$ cat config.mk
export PLATFORM = sky130hd
export DESIGN_NAME = beep_pattern_sequencer
export DESIGN_NICKNAME = d
export VERILOG_FILES = /design/src/hdl/bps_pkg.sv /design/src/hdl/bps_core.sv /design/src/hdl/beep_pattern_sequencer.sv
export SDC_FILE = /design/constraint.sdc
export NUM_CORES = 1
export LEC_CHECK = 0
export ABC_CLOCK_PERIOD_IN_PS = 8080
export BUFFER_PORTS_ARGS = -buffer_cell sky130_fd_sc_hd__buf_4
export CAP_MARGIN = 20
export CORE_MARGIN = 4
export CORE_UTILIZATION = 45
export DETAILED_ROUTE_END_ITERATION = 8
export PLACE_DENSITY_LB_ADDON = 0.15
export SLEW_MARGIN = 20
export SYNTH_ARGS = -nofsm -noshare
export SYNTH_HDL_FRONTEND = slang
export SYNTH_SLANG_ARGS = --single-unit
$ cat constraint.sdc
create_clock -name clk -period 8.08 [get_ports clk]
set_input_delay 0.808 -clock clk [delete_from_list [all_inputs] [get_ports clk]]
set_output_delay 0.808 -clock clk [all_outputs]
set_load 0.005 [all_outputs]
$ cat src/hdl/bps_pkg.sv
// ----------------------------------------------------------------------------
// bps_pkg
// Shared types, register indexes and the built-in tone table of the beep
// pattern sequencer.
// ----------------------------------------------------------------------------
package bps_pkg;

    localparam int HzW     = 16;
    localparam int MsW     = 9;
    localparam int StepW   = 3;
    localparam int EventW  = 3;
    localparam int MaskW   = 8;
    localparam int CfgIdxW = 2;
    localparam int CfgW    = 8;

    localparam logic [MsW-1:0] ElapsedMax = 9'd511;

    // item kinds carried on the input tuser
    localparam logic FUNC_TICK    = 1'b0;
    localparam logic FUNC_TRIGGER = 1'b1;

    // configuration register indexes
    localparam logic [CfgIdxW-1:0] REG_MASTER_ENABLE = 2'd0;
    localparam logic [CfgIdxW-1:0] REG_EVENT_MASK    = 2'd1;
    localparam logic [CfgIdxW-1:0] REG_DIFF_DRIVE    = 2'd2;

    typedef struct packed {
        logic             master_enable;
        logic [MaskW-1:0] event_enable_mask;
        logic             differential_drive;
    } bps_cfg_t;

    typedef struct packed {
        logic           done_pulse;
        logic           invert_on;
        logic           busy_res;
        logic [HzW-1:0] tone_hz;
    } bps_result_t;

    // index of the final step of each pattern
    function automatic logic [StepW-1:0] pat_last(input logic [EventW-1:0] pat);
        logic [StepW-1:0] r;
        case (pat)
            3'd1:    r = 3'd2;
            3'd2:    r = 3'd1;
            3'd3:    r = 3'd2;
            3'd5:    r = 3'd4;
            default: r = 3'd0;
        endcase
        return r;
    endfunction

    function automatic logic [HzW-1:0] step_hz(input logic [EventW-1:0] pat,
                                                input logic [StepW-1:0]  stp);
        logic [HzW-1:0] r;
        case ({pat, stp})
            6'o00:   r = 16'd4200;
            6'o10:   r = 16'd4200;
            6'o12:   r = 16'd4200;
            6'o20:   r = 16'd3600;
            6'o21:   r = 16'd4200;
            6'o30:   r = 16'd4200;
            6'o32:   r = 16'd4200;
            6'o40:   r = 16'd3200;
            6'o50:   r = 16'd4200;
            6'o52:   r = 16'd3600;
            6'o54:   r = 16'd3000;
            6'o60:   r = 16'd4200;
            6'o70:   r = 16'd4200;
            default: r = '0;  // silent gaps and unused slots
        endcase
        return r;
    endfunction

    function automatic logic [MsW-1:0] step_ms(input logic [EventW-1:0] pat,
                                               input logic [StepW-1:0]  stp);
        logic [MsW-1:0] r;
        case ({pat, stp})
            6'o00:   r = 9'd220;
            6'o10:   r = 9'd110;
            6'o11:   r = 9'd90;
            6'o12:   r = 9'd110;
            6'o20:   r = 9'd70;
            6'o21:   r = 9'd110;
            6'o30:   r = 9'd50;
            6'o31:   r = 9'd45;
            6'o32:   r = 9'd50;
            6'o40:   r = 9'd260;
            6'o50:   r = 9'd150;
            6'o51:   r = 9'd140;
            6'o52:   r = 9'd150;
            6'o53:   r = 9'd140;
            6'o54:   r = 9'd200;
            6'o60:   r = 9'd80;
            6'o70:   r = 9'd60;
            default: r = '0;
        endcase
        return r;
    endfunction

endpackage

$ cat src/hdl/bps_core.sv
// ----------------------------------------------------------------------------
// bps_core
// Sequencer state (pattern, step, step timer) and the next-state logic that
// applies one tick or trigger and forms the result word for it.
// ----------------------------------------------------------------------------
module bps_core
    import bps_pkg::*;
#(
    parameter int NUM_EVENTS = 8
)
(
    input  logic              clk,
    input  logic              rst_n,
    input  logic              fire,
    input  logic              func,
    input  logic [EventW-1:0] event_id,
    input  bps_cfg_t          cfg,
    output bps_result_t       res
);

    logic              active_reg,  active_next;
    logic [EventW-1:0] pattern_reg, pattern_next;
    logic [StepW-1:0]  step_reg,    step_next;
    logic [MsW-1:0]    elapsed_reg, elapsed_next;

    logic              trig_ok;
    logic              done;
    logic [MsW-1:0]    elapsed_inc;
    logic [MsW-1:0]    dur;

    assign trig_ok = ({1'b0, event_id} < 4'(NUM_EVENTS)) && cfg.master_enable
                     && cfg.event_enable_mask[event_id];
    assign dur         = step_ms(pattern_reg, step_reg);
    assign elapsed_inc = (elapsed_reg < ElapsedMax) ? elapsed_reg + 9'd1 : elapsed_reg;

    always_comb
    begin
        active_next  = active_reg;
        pattern_next = pattern_reg;
        step_next    = step_reg;
        elapsed_next = elapsed_reg;
        done         = 1'b0;
        if (func == FUNC_TRIGGER)
        begin
            if (trig_ok)
            begin
                active_next  = 1'b1;
                pattern_next = event_id;
                step_next    = '0;
                elapsed_next = '0;
            end
        end
        else if (active_reg)
        begin
            if (elapsed_inc >= dur)
            begin
                elapsed_next = '0;
                if (step_reg == pat_last(pattern_reg))
                begin
                    active_next = 1'b0;
                    step_next   = '0;
                    done        = 1'b1;
                end
                else
                begin
                    step_next = step_reg + 3'd1;
                end
            end
            else
            begin
                elapsed_next = elapsed_inc;
            end
        end
    end

    assign res.tone_hz    = active_next ? step_hz(pattern_next, step_next) : '0;
    assign res.busy_res   = active_next;
    assign res.invert_on  = active_next & cfg.differential_drive;
    assign res.done_pulse = done;

    always_ff @(posedge clk or negedge rst_n)
    begin
        if (!rst_n)
        begin
            active_reg  <= 1'b0;
            pattern_reg <= '0;
            step_reg    <= '0;
            elapsed_reg <= '0;
        end
        else if (fire)
        begin
            active_reg  <= active_next;
            pattern_reg <= pattern_next;
            step_reg    <= step_next;
            elapsed_reg <= elapsed_next;
        end
    end

    a_done_ends_play: assert property (@(posedge clk) disable iff (!rst_n)
        fire && res.done_pulse |=> !active_reg)
        else $error("pattern still active after finishing");

    a_no_done_on_trigger: assert property (@(posedge clk) disable iff (!rst_n)
        fire && func == FUNC_TRIGGER |-> !res.done_pulse)
        else $error("done flagged on a trigger");

    a_idle_step_zero: assert property (@(posedge clk) disable iff (!rst_n)
        !active_reg |-> step_reg == '0 && elapsed_reg == '0)
        else $error("step state left over while idle");

    a_step_in_range: assert property (@(posedge clk) disable iff (!rst_n)
        active_reg |-> step_reg <= pat_last(pattern_reg))
        else $error("step beyond end of pattern");

endmodule

$ cat src/hdl/beep_pattern_sequencer.sv
// ----------------------------------------------------------------------------
// beep_pattern_sequencer
// Plays built-in beep patterns on trigger events, timed by millisecond ticks.
// ----------------------------------------------------------------------------
// One word is taken per clock when the output side keeps up. Each word passes
// an input register, then the sequencer's next-state logic and a table read,
// then the result register. Both registers hold under backpressure, and a new
// word is taken while a result still waits on the output. Configuration
// writes are registered and should be made while no word is in flight.
// ----------------------------------------------------------------------------
module beep_pattern_sequencer
    import bps_pkg::*;
#(
    parameter int NUM_EVENTS = 8
)
(
    input  logic               clk,
    input  logic               rst_n,
    // input stream
    input  logic               s_tvalid,
    output logic               s_tready,
    input  logic [7:0]         s_tdata,   // [2:0] event_id, rest zero
    input  logic               s_tuser,   // [0] func
    // result stream
    output logic               m_tvalid,
    input  logic               m_tready,
    output logic [23:0]        m_tdata,   // [15:0] tone_hz, [16] busy_res,
                                          // [17] invert_on, [18] done_pulse
    // configuration
    input  logic               cfg_we,
    input  logic [CfgIdxW-1:0] cfg_index,
    input  logic [CfgW-1:0]    cfg_data
);

    logic              in_valid_reg;
    logic              func_reg;
    logic [EventW-1:0] event_reg;
    logic              out_valid_reg;
    bps_result_t       result_reg;
    bps_cfg_t          cfg_reg;
    bps_result_t       res;
    logic              fire;

    // the held word moves on when the result register is free or draining
    assign fire     = in_valid_reg && (!out_valid_reg || m_tready);
    assign s_tready = !in_valid_reg || fire;

    always_ff @(posedge clk or negedge rst_n)
    begin
        if (!rst_n)
        begin
            cfg_reg.master_enable      <= 1'b1;
            cfg_reg.event_enable_mask  <= '1;
            cfg_reg.differential_drive <= 1'b0;
        end
        else if (cfg_we)
        begin
            case (cfg_index)
                REG_MASTER_ENABLE: cfg_reg.master_enable      <= cfg_data[0];
                REG_EVENT_MASK:    cfg_reg.event_enable_mask  <= cfg_data[MaskW-1:0];
                REG_DIFF_DRIVE:    cfg_reg.differential_drive <= cfg_data[0];
                default:           ;
            endcase
        end
    end

    always_ff @(posedge clk or negedge rst_n)
    begin
        if (!rst_n)
        begin
            in_valid_reg  <= 1'b0;
            out_valid_reg <= 1'b0;
        end
        else
        begin
            if (s_tready)
                in_valid_reg <= s_tvalid;
            if (fire)
                out_valid_reg <= 1'b1;
            else if (m_tready)
                out_valid_reg <= 1'b0;
        end
    end

    always_ff @(posedge clk)
    begin
        if (s_tvalid && s_tready)
        begin
            func_reg  <= s_tuser;
            event_reg <= s_tdata[EventW-1:0];
        end
        if (fire)
            result_reg <= res;
    end

    bps_core #(
        .NUM_EVENTS (NUM_EVENTS)
    ) u_core (
        .clk      (clk),
        .rst_n    (rst_n),
        .fire     (fire),
        .func     (func_reg),
        .event_id (event_reg),
        .cfg      (cfg_reg),
        .res      (res)
    );

    assign m_tvalid = out_valid_reg;
    assign m_tdata  = {5'd0, result_reg.done_pulse, result_reg.invert_on,
                       result_reg.busy_res, result_reg.tone_hz};

endmodule
---- After elaboration in Yosys (flattened, before gate mapping) ----
Memories as Yosys holds them, arrays and structs flattened. A register that Yosys moved wholly into a read port is not among the register bits.
Cells that the tools add are included.
cells by class
  add/subtract/negate cells ............... 2
  order comparisons ....................... 3
  equality and inequality tests ........... 8
  mux-type cells .......................... 26
  bitwise gates (word level) .............. 3
  reductions and logical operators ........ 17
operators with widths
  operator                                                                       number
  9-bit 2-to-1 mux                                                               5
  3-bit 2-to-1 mux                                                               10
  9-bit by 1-bit adder with 9-bit output (second input constant)                 1
  9-bit >= comparator                                                            1
  9-bit less-than comparator (second input constant)                             1
  1-bit 2-to-1 mux                                                               9
  3-bit case mux with 3 select lines                                             1
  3-bit by 2-bit equality test with 1-bit output (second input constant)         2
  2-bit AND reduction                                                            3
  3-bit by 4-bit less-than comparator with 1-bit output (second input constant)  1
  2-bit nonzero test                                                             2
  3-bit by 1-bit adder with 3-bit output (second input constant)                 1
  1-bit binary-select mux with 3-bit select                                      1
  3-bit by 1-bit equality test with 1-bit output (second input constant)         1
  3-bit equality test                                                            1
  3-bit equality test (second input constant)                                    1
  1-bit logical AND                                                              3
  1-bit zero test                                                                3
  3-bit AND reduction                                                            1
  3-bit OR reduction                                                             1
  2-bit by 1-bit equality test with 1-bit output (second input constant)         1
  2-bit equality test (second input constant)                                    1
  2-bit zero test                                                                1
  1-bit logical OR                                                               2
  4 further kinds                                                                5
storage, ports and cells
  bits in registers ....................... 51
  memory bits (read-only) ................. 1,216
  input bits .............................. 24
  output and inout port bits .............. 26
  logic and storage cells ................. 76
  memories kept ........................... 2
memories
  memory           words  bits a word  rd ports  clocked after memory_dff  wr ports  RTL line       RTL
  (no name shown)  64     10           1         1                         0         bps_pkg.sv:56  case ({pat, stp})
  (no name shown)  64     9            1         0                         0         bps_pkg.sv:78  case ({pat, stp})

---- Longest topological paths before layout ----
Gate-level depths: netlist (run 1).
  depth in word-level cells ............... 12
  depth in mapped cells ................... 19
  gate-level depth less buffers ........... 17

---- By module ----
A second synthesis (run 1) with hierarchy kept.
unflattened totals
  cell total of the unflattened synthesis .. 336
  area, all modules ....................... 3,313.2 sq um
modules (own cells, without submodules)
  module                  times used  cells each  area an instance (sq um)
  bps_core                1           276         2,083.2
  beep_pattern_sequencer  1           60          1,229.9

---- Least setup slack after synthesis (run 1) ----
No wires, ideal clock.
  path kind ............................... reg2reg
  start ................................... reg u_core.elapsed_reg[3]
  end ..................................... reg m_tdata[9] (netlist name)
  library setup time ...................... 0.259 ns
  data arrival time ....................... 3.530 ns
  data required time ...................... 7.821 ns
  setup slack ............................. 4.292 ns
  cell stages (with the launch flop) ...... 16
  path buffers ............................ 1
  cell sequence ........................... dfrtp_1 -> clkbuf_1 -> nand3_1 -> or4_1 -> and3_1 -> nand2_1 -> nor2_1 -> xor2_1 -> ha_1 -> and4_1 -> and4_1 -> a21oi_2 -> a21oi_1 -> o21ai_0 -> a32o_1 -> o31a_1
on the way
  cells in the longest elaborated chain, start to end .. 7
RTL lines
  what                                                                                         RTL line        RTL
  start, declared                                                                              bps_core.sv:24  logic [MsW-1:0] elapsed_reg, elapsed_next;
  start signal, assigned                                                                       bps_core.sv:95  elapsed_reg <= elapsed_next;
  9-bit by 1-bit adder with 9-bit output / 9-bit less-than comparator (equally long branches)  bps_core.sv:34  assign elapsed_inc = (elapsed_reg < ElapsedMax) ? elapsed_reg + 9'd1 : elapsed_reg;
  9-bit 2-to-1 mux (*)                                                                         bps_core.sv:34
  9-bit >= comparator (*)                                                                      bps_core.sv:55  if (elapsed_inc >= dur)
  1-bit 2-to-1 mux                                                                             bps_core.sv:55
  1-bit 2-to-1 mux                                                                             bps_core.sv:53  else if (active_reg)
  1-bit 2-to-1 mux                                                                             bps_core.sv:43  if (func == FUNC_TRIGGER)
  1-bit zero test (no line)                                                                    -
Mark *: on every way between the ends. The rest lies on a longest branch, timed or not.
A chain may end at the register's enable or synchronous reset.

---- Worst setup path in the final report (run 1) ----
  start ................................... reg u_core.step_reg[0]
  end ..................................... reg m_tdata[6] (netlist name)
on the way
  cells in the longest elaborated chain, start to end .. 6
RTL lines
  what                                                                  RTL line                        RTL
  start, declared                                                       bps_core.sv:23                  logic [StepW-1:0] step_reg, step_next;
  start signal, assigned                                                bps_core.sv:94                  step_reg <= step_next;
  memory read 64 x 9 bit / 3-bit equality test (equally long branches)  -
  9-bit >= comparator / 1-bit 2-to-1 mux (equally long branches)        bps_core.sv:55, bps_core.sv:58
  1-bit 2-to-1 mux                                                      bps_core.sv:55
  1-bit 2-to-1 mux                                                      bps_core.sv:53
  1-bit 2-to-1 mux                                                      bps_core.sv:43
  1-bit zero test (no line)                                             -
Several ways; a longest one is shown, not always the timed one.

==> summary.txt, run 1 <==
Setup path
  – Crit-path slowest cell: mux2i_1
  – CP Data Arrival Time: between 4000 and 5000 ps
  – Critical Path Fanout Max: 12
  – Setup crit start: u_core.step_reg[0]$_DFFE_PN0P_
  – CP Data Required Time: slightly above 8000 ps
  – Worst r2r src: u_core.step_reg[0]$_DFFE_PN0P_
  – Slowest stage delay, CP: 730 ps
  – CP Capture Type: flip-flop
  – CP Launch Type: flip-flop
  – Reg2reg setup slack: approximately 3300 ps
  – Critical path class: reg2reg
  – Crit-path cells: inv_1 -> ha_1 -> nor2b_1 -> nand2b_1 -> a21oi_1 -> a32oi_1 -> o32a_1 -> ha_1 -> and4_1 -> and4_1 -> a21oi_2 -> a21oi_2 -> mux2i_1 -> o32ai_1 -> o211ai_2 -> a211oi_2

Yosys
  – Ys flop type: dfrtp_1
  – EDFF count, synth: 14
  – Yosys warns: 0
  – Post-Syn Area: slightly above 0.003 mm2
  – Ys async rst share: 0.667
  – Syn Inst Count: roughly 340
  – Syn_area_per_cell: 9.04 um2
  – Yosys cell types: between 60 and 70
  – Seq cells post-synth: 42
  – Post-synthesis sequential area ratio: 0.365

Route
  – ANT nets after route: 0
  – Post-DR wirelength/cell: roughly 15 um
  – WL final: roughly 6600 um
  – Via count: 2456
  – DR DRC count: 0
  – DRT iter0 DRCs: ~170
  – Via-per-instance ratio: 5.59
  – DR pass1 iterations: 4

STA
  – Worst hold slack: around 410 ps
  – Clk_skew: ~7.1 ps
  – Fin. Hold Viols: 0
  – Slew Limit Fails: 0
  – TNS Setup: 0 ps
  – Final period util: 0.596
  – Final setup viols: 0
  – Max Clk Rate: ~210 MHz
  – Worst-Margin Slew: about 900 ps
  – Slew headroom: 0.399
  – RSZ-0062 raised after global routing: no
  – Final worst slack: ~3300 ps
  – Final Critical Period: 4820 ps

Run status
  – Status: completed

Clock tree
  – TritonCTS clock tree: built
  – Clock Sinks: between 40 and 50
  – CTS Buf Count: 5
  – Hold buffers post-CTS: 0
  – Clk root buf: clkbuf_8
  – Gates resized, CTS repair: 0
  – Longest Clk Path Bufs: 2
  – Post-CTS setup buffers: 0
  – Clock latency on the worst-skew pair: approximately 300 ps
  – Worst-path clk slew: about 90 ps
  – H-tree depth: 2

Floorplanning
  – Number of top-level pins: 50
  – Site Rows: 29
  – Initial Utilization: 0.475
  – Die area: 0.00828 mm2
  – Die H: 91.0 um
  – Core area: between 0.006 and 0.007 mm2
  – Die W: 91.0 um

Power and ir drop
  – Leak Pwr: between 1 and 1.5 nW
  – PD cells: 308 mW/mm2
  – Peak VDD IR: between 100 and 150 uV

Final layout
  – Commonest non-fill, non-tap cell in the layout: nand2_1
  – Synth-to-Final Area Change: 9.12%
  – Most frequent cells in the layout: 36 x nand2_1, 33 x buf_4, 26 x nor2_1
  – Final core occ: 0.518
  – Fin cells: about 440
  – Nets: 400
  – Fraction of layout cells with a size suffix above 1: 0.202
  – Inserted Diodes: 0

Global route
  – Initial antenna violation count: 0
  – Total GRT Usage: 0.162
  – Grt total ovfl: 0
  – First-pass GRT wire length: around 11000 um
  – Number of global-route vias before repair: around 2.2k
  – Largest net degree at the start of global routing: 32

Place
  – DP Wirelength: between 4000 and 5000 um
  – Setup WS pre-CTS: roughly 3300 ps
  – Final GP Congestion: about 0.83
  – Port buffer count: 33
  – Placed Instances: approximately 430

Flow run
  – Maxcap violations: 0

Hold path
  – HP Class: in2async
-- logic make-up after synthesis --
group,share of synthesized area
muxes,0.0722
xor gates and xnor gates,0.0254
AOI/OAI and AO/OA,0.192
DFF,0.365
adders and majority gates,0.0605
buffers and inverters,0.0763
other,0.00121
and+or+nand+nor,0.207
-- cell type report --
| class | instances | area, um2 |
|---|---|---|
| clock inverters | 2 | 12.5 |
| clock buffers | 6 | 72.6 |
| repair buffers | 33 | 248 |
| inverters | 14 | 52.6 |
| fillers | 616 | 3150 |
| multi-input cells | 265 | 1770 |
| flip-flops and latches | 42 | 1130 |
| well taps | 77 | 96.3 |
-- worst paths after layout --
kind	to	cells after the start
hold / removal	u_core.elapsed_reg[1]$_DFFE_PN0P_	1
min in group clk	m_tvalid$_DFFE_PN0P_	1
hold reg to reg	m_tvalid$_DFFE_PN0P_	1
setup / recovery	m_tdata[6]$_SDFFCE_PP0P_	16
max in group asynchronous	cfg_reg[9]$_DFFE_PN1P_	1
setup reg to reg	m_tdata[6]$_SDFFCE_PP0P_	16
-- per-stage QoR --
| step | instance area [um2] | power, W |
|---|---|---|
| 2_1_floorplan | 3140 | 0.000785 |
| 3_3_place_gp | 3300 | 0.000895 |
| 3_5_place_dp | 3300 | 0.000909 |
| 4_1_cts | 3380 | 0.00105 |
| 5_1_grt | 3380 | 0.00114 |
| 6_report | 3380 | 0.00104 |
-- critical path: cells and delay by family (launching register included) --
family / cells / cell delay [ps]
and+or+nand+nor: 4 / 850
DFF: 1 / 490
buffers and inverters: 1 / 250
AOI/OAI and AO/OA: 8 / 1470
muxes: 1 / 730
adders and majority gates: 2 / 740
-- metal layers --
layer,vias to the layer above,track usage,part of all wire
met4,0,0.0415,0.010
met1,1145,0.229,0.48
met3,5,0.0306,0.042
met2,53,0.257,0.46
met5,-,0,0
li1,1253,-,-
-- cell usage after synthesis (3+ instances only) --
library cell  number  share of area
a21oi_2            4          0.011
nor3_1             5         0.0081
xnor2_1            6          0.017
a22o_1             3         0.0085
inv_1             14          0.017
clkbuf_1          10          0.012
nand2b_1          10          0.020
xor2_1             3         0.0085
nor2_1            26          0.031
ha_1              15          0.061
dfstp_2            9          0.076
nand3b_1           4         0.0097
nor2b_1            7          0.014
a31oi_1            4         0.0081
o31ai_1            4         0.0097
nand3_1            9          0.015
a21oi_1           23          0.037
and2_1             4         0.0081
buf_2              5         0.0081
mux2_2            11          0.040
a41oi_1            3         0.0085
dfrtp_1           19           0.15
o22ai_1            3         0.0061
o21ai_0           19          0.031
nor3b_1            3         0.0073
mux2i_1           10          0.032
nand2_1           36          0.044
buf_4             15          0.036
edfxtp_1          14           0.14
-- report_power, final --
group | leakage (nW) | total (W) | internal (W) | switching [W]
logic | 0.898 | 0.000535 | 0.000242 | 0.000293
clock network | 0.0432 | 0.000138 | 0.0000612 | 0.0000766
registers | 0.477 | 0.000369 | 0.000278 | 0.0000912
Note: power is estimated with default switching activity, not from simulation.
==> run 2: changes to the inputs <==
Settings changed: ABC_CLOCK_PERIOD_IN_PS 8080 to 4100.
Clock period 8.08 ns to 4.1 ns, I/O delays scaled along.
==> summary.txt, run 2 (synthesis results as in run 1) <==
Place
  – Placed Instances: 448 (was 431)
  – Dpl cell area: 0.00343 mm2 (was 0.00330 mm2)
  – Port buffer count: 33 (unchanged)
  – Setup WS pre-CTS: 59.6 ps (was 3270 ps)
  – Final GP Congestion: 0.838 (was 0.831)
  – DP Wirelength: 5320 um (was 4890 um)

Hold path
  – HP Class: in2async (unchanged)

Power and ir drop
  – Clk network pwr share: 0.121 (was 0.132)
  – Leak Pwr: 1.50 nW (was 1.42 nW)
  – Combinational power share: 0.594 (was 0.513)
  – Power Internal: 0.00126 W (was 0.000581 W)
  – Sw power: 0.000984 W (was 0.000461 W)
  – Tot Pwr: 0.00224 W (was 0.00104 W)
  – Switching share of power: 0.439 (was 0.442)
  – Sequential share of power: 0.285 (was 0.354)
  – PD cells: 633 mW/mm2 (was 308 mW/mm2)
  – Peak VDD IR: 244 uV (was 127 uV)

STA
  – Worst-Margin Slew: 532 ps (was 901 ps)
  – Final setup viols: 0 (unchanged)
  – Worst hold slack: 16.3 ps (was 414 ps)
  – Fin. Hold Viols: 0 (unchanged)
  – Slew headroom: 0.645 (was 0.399)
  – Final Critical Period: 3890 ps (was 4820 ps)
  – Clk_skew: 11.5 ps (was 7.11 ps)
  – Max Clk Rate: 257 MHz (was 208 MHz)
  – Final period util: 0.949 (was 0.596)
  – Slew Limit Fails: 0 (unchanged)
  – Final worst slack: 208 ps (was 3260 ps)

Setup path
  – Reg2reg setup slack: 210 ps (was 3260 ps)
  – CP Capture Type: flip-flop (unchanged)
  – Crit-path slowest cell: or4_1 (was mux2i_1)
  – Critical Path Fanout Max: 10 (was 12)
  – CP Data Arrival Time: 4030 ps (was 4830 ps)
  – Kind of cell adding the most delay to the critical path: simple AND/OR/NAND/NOR gates (was compound AO/OA/AOI/OAI gates)
  – Slowest stage delay, CP: 560 ps (was 730 ps)
  – Worst r2r src: u_core.elapsed_reg[4]$_DFFE_PN0P_ (was u_core.step_reg[0]$_DFFE_PN0P_)
  – R2R Path End: m_tdata[6]$_SDFFCE_PP0P_ (unchanged)
  – Crit-path cells: nand3_1 -> or4_1 -> and3_1 -> nand2_1 -> nor2_1 -> xor2_1 -> ha_1 -> and4_1 -> and4_1 -> a21oi_4 -> a21oi_4 -> mux2i_1 -> buf_4 -> or3_1 -> a211oi_2 (was inv_1 -> ha_1 -> nor2b_1 -> nand2b_1 -> a21oi_1 -> a32oi_1 -> o32a_1 -> ha_1 -> and4_1 -> and4_1 -> a21oi_2 -> a21oi_2 -> mux2i_1 -> o32ai_1 -> o211ai_2 -> a211oi_2)
  – CP Data Required Time: 4230 ps (was 8100 ps)
  – CP Launch Type: flip-flop (unchanged)
  – Critical path class: reg2reg (unchanged)
  – Buffers and inverters on the worst path: 1 (unchanged)
  – Cells on worst reg2reg path: 15 (was 16)

Global route
  – First-pass GRT wire length: 11300 um (was 11000 um)
  – Total GRT Usage: 0.167 (was 0.162)
  – Number of global-route vias before repair: 2409 (was 2243)
  – Largest net degree at the start of global routing: 29 (was 32)
  – Initial antenna violation count: 0 (unchanged)
  – Grt total ovfl: 0 (unchanged)

Route
  – DR DRC count: 0 (unchanged)
  – DRT iter0 DRCs: 125 (was 173)
  – Via count: 2617 (was 2456)
  – Post-DR wirelength/cell: 15.5 um (was 15.1 um)
  – ANT nets after route: 0 (unchanged)
  – Via-per-instance ratio: 5.74 (was 5.59)
  – DR pass1 iterations: 5 (was 4)
  – WL final: 7060 um (was 6610 um)

Final layout
  – Post-route cell area: 0.00354 mm2 (was 0.00338 mm2)
  – Fraction of layout cells with a size suffix above 1: 0.243 (was 0.202)
  – Commonest non-fill, non-tap cell in the layout: buf_4 (was nand2_1)
  – Most frequent cells in the layout: 50 x buf_4, 36 x nand2_1, 26 x nor2_1 (was 36 x nand2_1, 33 x buf_4, 26 x nor2_1)
  – Synth-to-Final Area Change: 14.2% (was 9.12%)
  – Fin cells: 456 (was 439)
  – Inserted Diodes: 0 (unchanged)
  – Nets: 417 (was 400)

Floorplanning
  – Site Rows: 29 (unchanged)
  – Die area: 0.00828 mm2 (unchanged)
  – Die H: 91.0 um (unchanged)
  – Core area: 0.00653 mm2 (unchanged)
  – Die W: 91.0 um (unchanged)
  – Initial Utilization: 0.475 (unchanged)
  – Number of top-level pins: 50 (unchanged)

Flow run
  – Maxcap violations: 0 (unchanged)

Clock tree
  – Worst-path clk slew: 90 ps (about the same)
  – Clock latency on the worst-skew pair: 300 ps (about the same)
  – Clock Sinks: 42 (unchanged)
  – Hold buffers post-CTS: 0 (unchanged)
  – Longest Clk Path Bufs: 2 (unchanged)
  – Clk root buf: clkbuf_8 (unchanged)
  – TritonCTS clock tree: built (unchanged)
  – CTS Buf Count: 5 (unchanged)
  – H-tree depth: 2 (unchanged)

Run status
  – Status: completed (unchanged)
==> run 2: cell count changes in the layout (fill, tap and decap cells not counted) <==
| cell | before | now |
|---|---|---|
| a21oi_1 | 23 | 22 |
| a21oi_2 | 4 | 3 |
| a21oi_4 | 0 | 2 |
| buf_4 | 33 | 50 |
| ha_1 | 15 | 14 |
| ha_4 | 0 | 1 |
==> run 2: per-layer routing <==
metal | vias to the layer above | track usage | part of all wire
met5 | - | 0 | 0
met4 | 0 | 0.0477 | 0.013
met3 | 9 | 0.0281 | 0.051
met2 | 79 | 0.267 | 0.46
met1 | 1240 | 0.233 | 0.47
li1 | 1289 | - | -
==> run 2: per-stage QoR <==
stage	utilization	setup TNS [ps]
5_1_grt	0.542	-9.96
4_1_cts	0.538	0
2_1_floorplan	-	0
3_3_place_gp	0.525	0
6_report	0.542	0
3_5_place_dp	0.525	0
==> run 2: layout make-up <==
| cell class | instances | area [um2] |
|---|---|---|
| inverter | 14 | 52.6 |
| timing repair buffer | 50 | 375 |
| clock buffer | 6 | 72.6 |
| fill | 628 | 2990 |
| sequential | 42 | 1130 |
| multi-input combinational | 265 | 1800 |
| clock inverter | 2 | 12.5 |
| tap | 77 | 96.3 |
==> run 2: worst max-delay path by stage <==
stage | from | end | slack, ps | depth (start not counted)
6_report | u_core.elapsed_reg[4]$_DFFE_PN0P_ | m_tdata[6]$_SDFFCE_PP0P_ | 210 | 15
5_1_grt | u_core.step_reg[1]$_DFFE_PN0P_ | m_tdata[9]$_SDFFCE_PP0P_ | -8 | 15
4_1_cts | u_core.step_reg[1]$_DFFE_PN0P_ | m_tdata[9]$_SDFFCE_PP0P_ | 40 | 15
3_5_place_dp | u_core.step_reg[1]$_DFFE_PN0P_ | m_tdata[9]$_SDFFCE_PP0P_ | 60 | 15
3_3_place_gp | u_core.step_reg[1]$_DFFE_PN0P_ | m_tdata[9]$_SDFFCE_PP0P_ | 140 | 15
2_1_floorplan | u_core.elapsed_reg[3]$_DFFE_PN0P_ | m_tdata[9]$_SDFFCE_PP0P_ | 310 | 15
==> run 2: timing repair <==
action	in CTS	in global routing
setup buffers	0	0
hold endpoints to repair	0	0
endpoints found under the setup margin	0	7
gates resized for setup	0	5
==> run 2: power groups by stage <==
stage	sequential, W	clock, W	combinational [W]
2_1_floorplan	0.000609	0	0.000937
3_3_place_gp	0.000642	0	0.00124
3_5_place_dp	0.000647	0	0.00127
4_1_cts	0.000639	0.000282	0.00127
5_1_grt	0.000652	0.000296	0.00147
6_report	0.000640	0.000271	0.00133
